===== src/rtl/mtpi_pkg.sv =====
// Shared widths, codes and parameter defaults of the masked temporal pixel interpolator.
`default_nettype none

package mtpi_pkg;

  localparam int unsigned MAX_SAMPLES_DEF      = 4;
  localparam int unsigned WEIGHT_FRAC_BITS_DEF = 20;

  localparam int unsigned WEIGHT_W   = 24;
  localparam int unsigned SAMPLE_W   = 16;
  localparam int unsigned WADDR_W    = 6;
  localparam int unsigned NCFG_W     = 3;
  localparam int unsigned S_TDATA_W  = 48;
  localparam int unsigned S_TUSER_W  = 2;
  localparam int unsigned M_TDATA_W  = 16;

  localparam logic [NCFG_W-1:0] SAMPLES_RST = 3'd4;

  localparam logic FUNC_WEIGHT = 1'b0;
  localparam logic FUNC_SAMPLE = 1'b1;

endpackage

`default_nettype wire


===== src/rtl/mtpi_weight_ram.sv =====
// Weight table memory: one write port, one read port with registered read data.
`default_nettype none

module mtpi_weight_ram #(
  parameter int unsigned DEPTH = 64,
  parameter int unsigned AW    = 6,
  parameter int unsigned DW    = mtpi_pkg::WEIGHT_W
) (
  input  wire logic          clk_i,
  input  wire logic          we_i,
  input  wire logic [AW-1:0] waddr_i,
  input  wire logic [DW-1:0] wdata_i,
  input  wire logic          re_i,
  input  wire logic [AW-1:0] raddr_i,
  output logic      [DW-1:0] rdata_o
);

  logic [DW-1:0] mem [DEPTH];
  logic [DW-1:0] rdata_q;

  always_ff @(posedge clk_i) begin
    if (we_i) begin
      mem[waddr_i] <= wdata_i;
    end
  end

  always_ff @(posedge clk_i) begin
    if (re_i) begin
      rdata_q <= mem[raddr_i];
    end
  end

  assign rdata_o = rdata_q;

endmodule

`default_nettype wire


===== src/rtl/masked_temporal_pixel_interpolator.sv =====
// Top level of the masked temporal pixel interpolator: sample gathering and MAC sequencer.
//
// Input beats on the s_axis channel either write one weight table entry (tuser[0] low)
// or deliver one time sample of a pixel (tuser[0] high, tuser[1] marks a missing sample).
// A weight write or a sample that does not complete a pixel leaves the sequencer idle.
// The sample that completes a pixel starts the sequencer: for each of the n samples the
// shared 24x16 multiplier steps through the weight read, multiply and accumulate states,
// then a round state rounds, saturates and loads the output register behind m_axis_tvalid;
// s_axis_tready stays low until the sequencer is idle again, also during any output wait.
// Results leave on m_axis from an output register, so gathering of the next pixel goes on
// while the receiver stalls; the sequencer only waits in its round state when the output
// register is still full.
// The cfg channel writes samples_in_use and drops any partly gathered pixel; it is ready
// only while the sequencer is idle, and a pending cfg beat holds off s_axis.
// Reset sets samples_in_use to 4, empties the output register and drops gathered samples.
// The weight table is not cleared; every entry must be written before it is used.
`default_nettype none

module masked_temporal_pixel_interpolator #(
  parameter int unsigned MAX_SAMPLES      = mtpi_pkg::MAX_SAMPLES_DEF,
  parameter int unsigned WEIGHT_FRAC_BITS = mtpi_pkg::WEIGHT_FRAC_BITS_DEF
) (
  input  wire logic                             clk_i,
  input  wire logic                             rst_ni,
  // cfg data: samples_in_use [2:0]
  input  wire logic                             cfg_valid_i,
  output logic                                  cfg_ready_o,
  input  wire logic [mtpi_pkg::NCFG_W-1:0]      cfg_data_i,
  input  wire logic                             s_axis_tvalid,
  output logic                                  s_axis_tready,
  // weight_addr [5:0], weight_value [29:6], sample_value [45:30], zero [47:46]
  input  wire logic [mtpi_pkg::S_TDATA_W-1:0]   s_axis_tdata,
  // func [0], sample_missing [1]
  input  wire logic [mtpi_pkg::S_TUSER_W-1:0]   s_axis_tuser,
  output logic                                  m_axis_tvalid,
  input  wire logic                             m_axis_tready,
  // pixel_value [15:0]
  output logic      [mtpi_pkg::M_TDATA_W-1:0]   m_axis_tdata,
  // saturated
  output logic                                  m_axis_tuser
);

  localparam int unsigned DEPTH   = MAX_SAMPLES << MAX_SAMPLES;
  localparam int unsigned AW      = $clog2(DEPTH);
  localparam int unsigned XW      = (AW > mtpi_pkg::WADDR_W) ? AW : mtpi_pkg::WADDR_W;
  localparam int unsigned NW      = $clog2(MAX_SAMPLES + 1);
  localparam int unsigned SIW     = (MAX_SAMPLES > 1) ? $clog2(MAX_SAMPLES) : 1;
  localparam int unsigned PW      = NW + MAX_SAMPLES;
  localparam int unsigned PROD_W  = mtpi_pkg::WEIGHT_W + mtpi_pkg::SAMPLE_W;
  localparam int unsigned ACC_W   = PROD_W + NW;
  localparam int unsigned RW      = ACC_W + 1;
  localparam int unsigned OW      = mtpi_pkg::SAMPLE_W;

  typedef enum logic [4:0] {
    ST_IDLE  = 5'b00001,
    ST_READ  = 5'b00010,
    ST_MUL   = 5'b00100,
    ST_ACC   = 5'b01000,
    ST_ROUND = 5'b10000
  } state_e;

  state_e                         state_q, state_d;
  logic [mtpi_pkg::NCFG_W-1:0]    ncfg_q, ncfg_d;
  logic [NW-1:0]                  count_q, count_d;
  logic [MAX_SAMPLES-1:0]         code_q, code_d;
  logic [NW-1:0]                  idx_q, idx_d;
  logic [AW-1:0]                  addr_q, addr_d;
  logic                           out_valid_q, out_valid_d;
  logic [OW-1:0]                  out_pix_q;
  logic                           out_sat_q;
  logic signed [mtpi_pkg::SAMPLE_W-1:0] buf_q [MAX_SAMPLES];
  logic signed [mtpi_pkg::SAMPLE_W-1:0] smp_q;
  logic signed [PROD_W-1:0]       prod_q;
  logic signed [ACC_W-1:0]        acc_q;

  logic                           in_beat, cfg_beat, out_beat;
  logic                           func;
  logic                           miss;
  logic [mtpi_pkg::WADDR_W-1:0]   waddr;
  logic [XW-1:0]                  waddr_x;
  logic [mtpi_pkg::WEIGHT_W-1:0]  wvalue;
  logic [mtpi_pkg::SAMPLE_W-1:0]  svalue;
  logic [NW-1:0]                  n_eff;
  logic [NW-1:0]                  count_inc;
  logic [MAX_SAMPLES-1:0]         code_new;
  logic [PW-1:0]                  base_full;
  logic                           ram_we, ram_re;
  logic [mtpi_pkg::WEIGHT_W-1:0]  ram_rdata;
  logic signed [RW-1:0]           rsum;
  logic signed [RW-1:0]           shifted;
  logic                           hi_ones, hi_zeros;
  logic                           sat;
  logic [OW-1:0]                  pix;
  logic                           load_out;

  assign func    = s_axis_tuser[0];
  assign miss    = s_axis_tuser[1];
  assign waddr   = s_axis_tdata[5:0];
  assign wvalue  = s_axis_tdata[29:6];
  assign svalue  = s_axis_tdata[45:30];
  assign waddr_x = XW'(waddr);

  assign cfg_ready_o   = (state_q == ST_IDLE);
  assign s_axis_tready = (state_q == ST_IDLE) && !cfg_valid_i;
  assign in_beat       = s_axis_tvalid && s_axis_tready;
  assign cfg_beat      = cfg_valid_i && cfg_ready_o;
  assign out_beat      = m_axis_tvalid && m_axis_tready;

  always_comb begin
    priority if (ncfg_q == '0) begin
      n_eff = NW'(1);
    end else if (32'(ncfg_q) > MAX_SAMPLES) begin
      n_eff = NW'(MAX_SAMPLES);
    end else begin
      n_eff = NW'(ncfg_q);
    end
  end

  assign count_inc = NW'(count_q + 1'b1);
  assign code_new  = code_q | (MAX_SAMPLES'(miss) << count_q[SIW-1:0]);
  assign base_full = PW'(n_eff * code_new);

  assign ram_we = in_beat && (func == mtpi_pkg::FUNC_WEIGHT) && (32'(waddr) < DEPTH);
  assign ram_re = (state_q == ST_READ);

  mtpi_weight_ram #(
    .DEPTH (DEPTH),
    .AW    (AW),
    .DW    (mtpi_pkg::WEIGHT_W)
  ) u_weight_ram (
    .clk_i   (clk_i),
    .we_i    (ram_we),
    .waddr_i (waddr_x[AW-1:0]),
    .wdata_i (wvalue),
    .re_i    (ram_re),
    .raddr_i (addr_q),
    .rdata_o (ram_rdata)
  );

  assign rsum     = RW'(acc_q) + (RW'(1) << (WEIGHT_FRAC_BITS - 1));
  assign shifted  = rsum >>> WEIGHT_FRAC_BITS;
  assign hi_ones  = &shifted[RW-1:OW-1];
  assign hi_zeros = ~|shifted[RW-1:OW-1];
  assign sat      = !(hi_ones || hi_zeros);
  assign pix      = sat ? {shifted[RW-1], {(OW-1){~shifted[RW-1]}}} : shifted[OW-1:0];
  assign load_out = (state_q == ST_ROUND) && (!out_valid_q || m_axis_tready);

  always_comb begin
    state_d     = state_q;
    ncfg_d      = ncfg_q;
    count_d     = count_q;
    code_d      = code_q;
    idx_d       = idx_q;
    addr_d      = addr_q;
    out_valid_d = out_valid_q;
    if (out_beat) begin
      out_valid_d = 1'b0;
    end
    unique case (state_q)
      ST_IDLE: begin
        if (cfg_beat) begin
          ncfg_d  = cfg_data_i;
          count_d = '0;
          code_d  = '0;
        end else if (in_beat && (func == mtpi_pkg::FUNC_SAMPLE)) begin
          code_d = code_new;
          if (count_inc == n_eff) begin
            count_d = '0;
            idx_d   = '0;
            addr_d  = base_full[AW-1:0];
            state_d = ST_READ;
          end else begin
            count_d = count_inc;
          end
        end
      end
      ST_READ: begin
        state_d = ST_MUL;
      end
      ST_MUL: begin
        state_d = ST_ACC;
      end
      ST_ACC: begin
        addr_d = AW'(addr_q + 1'b1);
        idx_d  = NW'(idx_q + 1'b1);
        if (NW'(idx_q + 1'b1) == n_eff) begin
          state_d = ST_ROUND;
        end else begin
          state_d = ST_READ;
        end
      end
      ST_ROUND: begin
        if (load_out) begin
          out_valid_d = 1'b1;
          code_d      = '0;
          state_d     = ST_IDLE;
        end
      end
      default: begin
        state_d = ST_IDLE;
      end
    endcase
  end

  always_ff @(posedge clk_i or negedge rst_ni) begin
    if (!rst_ni) begin
      state_q     <= ST_IDLE;
      ncfg_q      <= mtpi_pkg::SAMPLES_RST;
      count_q     <= '0;
      code_q      <= '0;
      idx_q       <= '0;
      addr_q      <= '0;
      out_valid_q <= 1'b0;
    end else begin
      state_q     <= state_d;
      ncfg_q      <= ncfg_d;
      count_q     <= count_d;
      code_q      <= code_d;
      idx_q       <= idx_d;
      addr_q      <= addr_d;
      out_valid_q <= out_valid_d;
    end
  end

  always_ff @(posedge clk_i) begin
    if (in_beat && (func == mtpi_pkg::FUNC_SAMPLE)) begin
      buf_q[count_q[SIW-1:0]] <= svalue;
    end
    if ((state_q == ST_IDLE) && (state_d == ST_READ)) begin
      acc_q <= '0;
    end else if ((state_q == ST_ACC) && !code_q[idx_q[SIW-1:0]]) begin
      acc_q <= acc_q + ACC_W'(prod_q);
    end
    if (state_q == ST_READ) begin
      smp_q <= buf_q[idx_q[SIW-1:0]];
    end
    if (state_q == ST_MUL) begin
      prod_q <= $signed(ram_rdata) * smp_q;
    end
    if (load_out) begin
      out_pix_q <= pix;
      out_sat_q <= sat;
    end
  end

  assign m_axis_tvalid = out_valid_q;
  assign m_axis_tdata  = out_pix_q;
  assign m_axis_tuser  = out_sat_q;

endmodule

`default_nettype wire

===== config.mk =====
export PLATFORM = sky130hd
export DESIGN_NAME = masked_temporal_pixel_interpolator
export DESIGN_NICKNAME = d
export VERILOG_FILES = /design/src/rtl/mtpi_pkg.sv /design/src/rtl/mtpi_weight_ram.sv /design/src/rtl/masked_temporal_pixel_interpolator.sv
export SDC_FILE = /design/constraint.sdc
export NUM_CORES = 2
export LEC_CHECK = 0
export BUFFER_PORTS_ARGS = -buffer_cell sky130_fd_sc_hd__buf_2
export CAP_MARGIN = 0
export CORE_MARGIN = 5
export CORE_UTILIZATION = 40
export DETAILED_ROUTE_END_ITERATION = 8
export GPL_TIMING_DRIVEN = 0
export PLACE_DENSITY = 0.6
export SLEW_MARGIN = 30
export SYNTH_ARGS = -nofsm -noshare
export SYNTH_HDL_FRONTEND = slang
export SYNTH_SLANG_ARGS = --single-unit
export TNS_END_PERCENT = 100

===== constraint.sdc =====
create_clock -name clk_i -period 13.9 [get_ports clk_i]
set_clock_uncertainty 0.1 [all_clocks]
set_input_delay 2.085 -clock clk_i [delete_from_list [all_inputs] [get_ports clk_i]]
set_output_delay 2.085 -clock clk_i [all_outputs]
set_load 0.01 [all_outputs]

# Word level (Yosys, flattened, before mapping)
# Memory sizes are Yosys's and may differ from the RTL's. A register that Yosys moved wholly into a read port is not among the register bits.
# Index checks and enable logic that the tools add are counted.
[word_totals] regBits=125 latch_bits=0 ramBits=1600 mem_bits_ro=0 input_bits=58 out_inout_bits=20 word_cells=98 memories=2
[mem_list] memory="u_weight_ram.mem" words=64 width=24 rd=1 rd_ports_with_merged_regs=1 write_ports=1 line="mtpi_weight_ram.sv:18" rtl="logic [DW-1:0] mem [DEPTH];"
[mem_list] memory="buf_q" words=4 width=16 rd=1 rd_ports_with_merged_regs=1 write_ports=1 line="masked_temporal_pixel_interpolator.sv:71" rtl="logic signed [mtpi_pkg::SAMPLE_W-1:0] buf_q [MAX_SAMPLES];"
[classes] add_sub_neg=5 n_mul=2 n_div=0 n_lt_le_gt_ge=2 eq_ne=13 shifts=1 muxes=33 bitwise=3 reduce_logical=26
[ops] cell="$add A43 B21 Y44 const B" count=1
[ops] cell="$add A43 B40 Y43" count=1
[ops] cell="$mul A24 B16 Y40" count=1
[ops] cell="$mux W5" count=5
[ops] cell="$pmux W5 S5" count=1
[ops] cell="$mux W3" count=8
[ops] cell="$mux W6" count=3
[ops] cell="$mux W16" count=1
[ops] cell="$mux W4" count=3
[ops] cell="$pmux W6 S2" count=1
[ops] cell="$eq A5 B2 Y1 const B" count=2
[ops] cell="$logic_and A1 B1 Y1" count=9
[ops] cell="$reduce_and A9 Y1" count=1
[ops] cell="$reduce_or A9 Y1" count=1
[ops] cell="$mux W1" count=8
[ops] cell="$pmux W4 S2" count=1
[ops] cell="$add A3 B1 Y3 const B" count=2
[ops] cell="$add A6 B1 Y6 const B" count=1
[ops] cell="$eq A3 B3 Y1" count=2
[ops] cell="$mul A3 B4 Y6" count=1
[ops] cell="$pmux W3 S2" count=1
[ops] cell="$reduce_bool A2 Y1" count=3
[ops] cell="$eq A5 B1 Y1 const B" count=1
[ops] cell="$eq A5 B3 Y1 const B" count=1
[ops] cell="17 further kinds" count=26

# Longest topological paths before layout
[logic_depth] depth_word=10 ltp_mapped=25 ltp_nobuf=24

# Cells and area by module
# A second synthesis with hierarchy kept.
[unflattened] cells_unflattened=5098 hier_area_um2=83769.1
[by_module_without_submodules] mod="mtpi_weight_ram" instances=1 cells_each=2610 area_each_um2=59535.8 seq_area_each_um2=46844.9
[by_module_without_submodules] mod="masked_temporal_pixel_interpolator" instances=1 cells_each=2488 area_each_um2=24233.2 seq_area_each_um2=5602.9

# Least setup slack after synthesis
# OpenSTA, ideal clock, no wires.
[synth_timing] path_kind="reg-to-reg" start="reg smp_q[1] (netlist bit) (read register of buf_q)" end="reg prod_q[36] (data pin)" setup_ps=272 arrival_time_ps=6038 required_ps=13528 setup_slack_ps=7490 stages_incl_launch_ff=20 path_buffers=1 period_less_slack_ps=6410 cell_sequence="edfxtp_1 clkbuf_1 nand2_1 fa_1 fa_1 fa_1 fa_1 inv_1 fa_1 fa_1 ha_1 a21oi_1 nor2_1 a211oi_1 a2111oi_4 o31ai_4 o211ai_2 a21oi_2 nor3_1 or4b_1"
[synth_between] elab_chain_cells=1
[synth_lines] item="from (decl)" line="masked_temporal_pixel_interpolator.sv:72" rtl="logic signed [mtpi_pkg::SAMPLE_W-1:0] smp_q;"
[synth_lines] item="$mul A24 B16 Y40" line="masked_temporal_pixel_interpolator.sv:238" rtl="prod_q <= $signed(ram_rdata) * smp_q;"
[synth_lines] item="to (signal assigned)" line="masked_temporal_pixel_interpolator.sv:238"
[synth_lines] item="to (decl)" line="masked_temporal_pixel_interpolator.sv:73" rtl="logic signed [PROD_W-1:0] prod_q;"
# No other way between the ends.
# A chain may end at the register's enable or synchronous reset.

# Worst setup path after layout
[layout_timing] start="reg smp_q[7] (netlist bit) (read register of buf_q)" end="reg prod_q[31] (data pin)"
# The elaborated chain is that of the path after synthesis.

==> metrics.cfg <==
[critical_path]
cp_num_buf_inv = 5
worst-setup-path-type = register to register
worstPathCellList = clkbuf_1 > nand2_1 > fa_1 > inv_1 > fa_1 > fa_1 > fa_1 > fa_1 > inv_1 > fa_1 > inv_1 > ha_1 > buf_2 > nand3_1 > or2_2 > o311ai_1 > a311o_1 > nand4_1 > and2_1 > o311ai_0
critPathCaptureType = register
cp_slowest_cell = edfxtp_1
critPathMostFrequentCell = fa_1
cp_max_fo = 10
critical_path.max_stage_delay_ns = 0.69
timing.critical_path.arrival_ns = 8.37
cp-start-kind = register
crit_required_ns = 14.40
crit_family = adder cells
r2r_setup_slack_ns = 6.03

[timing]
fmax_ghz = 0.127
drv_slew = 0
worst_pin_slew_ns = 1.05
setup_viol = 0
slew_headroom_pct = 30.1
period_share_pct = 56.6
finalSetupTns_ns = 0
rsz0062_at_grt = no
period_needed_ns = 7.87
final_hold_viol_count = 0

[power_and_ir_drop]
peakVddDrop_mv = 0.153
p_per_area_nw_per_um2 = 156
p_total_w = 0.0148
leakage_nw = 32.7

[logic_synthesis]
yosys-top-cells-area = edfxtp_1 61%, mux4_2 14%, fa_1 9.1%, ha_1 2.3%, inv_1 2.1%
synthArstFlopShare_pct = 1.42
netlist_instances = 4773
synth_cell_type_count = 77
synth_edf_count = 1697
synth_area_um2 = 83300
synth_seq_area_share_pct = 62.9
ys_ff_latch = 1765
ys_warn_count = 0
avgSynthCellArea_um2 = 17.5
synth_ff_type = edfxtp_1
synth_top_area_share_pct = 61.2
post-synth-top-area-cell = edfxtp_1
syn-num-nets = 5361

[min_path]
min_path_type = register to register

[clocking]
clock_sink_count = 1765
clk_path_buf_depth = 3
path_clk_slew_ns = 0.06
cts_tree = done
post_cts_buffers = 0
clock_latency_ns = 0.84
postCtsHoldBufs = 0
post_cts_resized = 0
cts_buffers = 179
root_buffer = clkbuf_16
cts.htree.levels = 4

[finish]
drive_gt1_share_pct = 20.5
layout_common_cells = 1697 x edfxtp_1, 521 x mux4_2, 467 x inv_1, 378 x fa_1, 347 x nand2_1
n_fill_cell = 17800
postLayoutCoreUtil_pct = 46.0
nets = 5692
final_cell_area_um2 = 95400
area_growth_pct = 14.5
final_common_cell = edfxtp_1

[routing]
route.antenna.remaining_nets = 0
vias_per_cell = 5.50
drt_iter0_drc = 4270
vias = 44200
routedWlPerCell_um = 27.1
firstDrtPassIters = 8
drc = 0
wl_mm = 218

[global_route]
grt_remaining_overflow = 0
grt_max_degree = 65
grtUsageTotal_pct = 20.1
grt_pass1_wl_mm = 317
grt_pass1_vias = 45700
grt_antenna_before_repair = 27

[floorplanning]
ioPinCount = 78
die_area_um2 = 218000
die_w_um = 466
start_util_pct = 40.2
die_h_um = 466
core_area_um2 = 207000
rows = 167

[outcome]
status = complete, no violations

[place]
gp_congestion = 0.891
io_buffers = 72
hpwl_mm = 153
placed_area_um2 = 89600

[job]
drv_cap = 0

## Yosys cell counts, types with 10 or more instances
library cell and instances:
a211oi_1 10, fa_1 378, buf_2 42, inv_1 467, buf_1 20, o21ai_0 65
and3_1 12, nand2b_1 19, clkbuf_1 153, nand2_1 347, dfxtp_1 43, a31oi_1 15
nand3_1 41, a21oi_1 113, ha_1 152, dfrtp_1 23, xnor2_1 53, nand4_1 13
mux4_2 521, a21o_1 32, edfxtp_1 1697, nand3b_1 10, o21a_1 13, nor3_1 31
o21bai_1 14, nor3b_1 11, xor2_1 33, and2_1 164, a41oi_1 10, nor2_1 147
## area by class of cell
type / instances / area, um^2 / share of cell area, %
Tap cell: 2788 / 3490 / 3.66
Inverter: 467 / 1750 / 1.84
Sequential cell: 1765 / 52400 / 55.0
Clock inverter: 93 / 961 / 1.01
Antenna cell: 10 / 25.0 / 0.0262
Timing Repair Buffer: 150 / 2290 / 2.40
Clock buffer: 224 / 4740 / 4.97
Buffer: 216 / 900 / 0.943
Multi-Input combinational cell: 2325 / 28800 / 30.2
## cell families after synthesis
logic type / synth area share (%)
DFF: 62.9
buffers and inverters: 3.14
and+or+nand+nor: 4.84
adders and majority gates: 11.4
xor gates and xnor gates: 0.904
AOI/OAI and AO/OA: 2.66
muxes: 14.1
## worst paths after layout
check                                from         end  cells past startpoint
worst min register to register  acc_q[18]   acc_q[18]                      2
worst min-delay path            acc_q[18]   acc_q[18]                      2
worst max-delay path             smp_q[7]  prod_q[31]                     20
max in group asynchronous          rst_ni   addr_q[0]                      1
min in group asynchronous          rst_ni  state_q[3]                      1
worst max register to register   smp_q[7]  prod_q[31]                     20
## stage by stage
| stage | setup slack [ns] | cells | hold slack (ns) |
|---|---|---|---|
| after detailed placement | 6.08 | 7711 | 0.349 |
| final | 6.03 | 8038 | 0.356 |
| after global placement | 6.01 | 7633 | 0.341 |
| after floorplan | 7.49 | 4773 | 0.336 |
| after CTS | 6.08 | 8028 | 0.357 |
| after global routing | 5.69 | 8028 | 0.378 |
## report_power, final
part           internal (W)  switching [W]  leakage [nW]
Clock               0.00265        0.00206          2.76
Combinational       0.00177        0.00235          14.0
Sequential          0.00594      0.0000666          15.9
## flip-flops by register name, indices dropped and copies added, names as in the netlist
register,count
m_axis_tvalid,1
u_weight_ram.mem,1536
state_q,5
ncfg_q,3
u_weight_ram.rdata_o,24
m_axis_tuser,1
m_axis_tdata,16
count_q,3
smp_q,16
acc_q,43
buf_q,64
idx_q,3
prod_q,40
code_q,4
addr_q,6
## worst register-to-register path: cells and delay by family, from the launching register on
| kind | cells | cell delay (ns) |
|---|---|---|
| compound gates | 3 | 1.44 |
| simple gates | 5 | 1.08 |
| flops | 1 | 0.69 |
| buf+inv | 5 | 1.05 |
| fa+ha+maj | 7 | 3.33 |
## routing by layer
metal | part of all wire [%] | vias up | track usage (%)
met2 | 50 | 1544 | 33.8
met3 | 6.7 | 343 | 3.72
met1 | 40 | 23600 | 26.9
met4 | 2.8 | 30 | 5.55
met5 | 0.088 | - | 0
li1 | - | 18700 | -
Note: power is estimated with default switching activity, not from simulation.
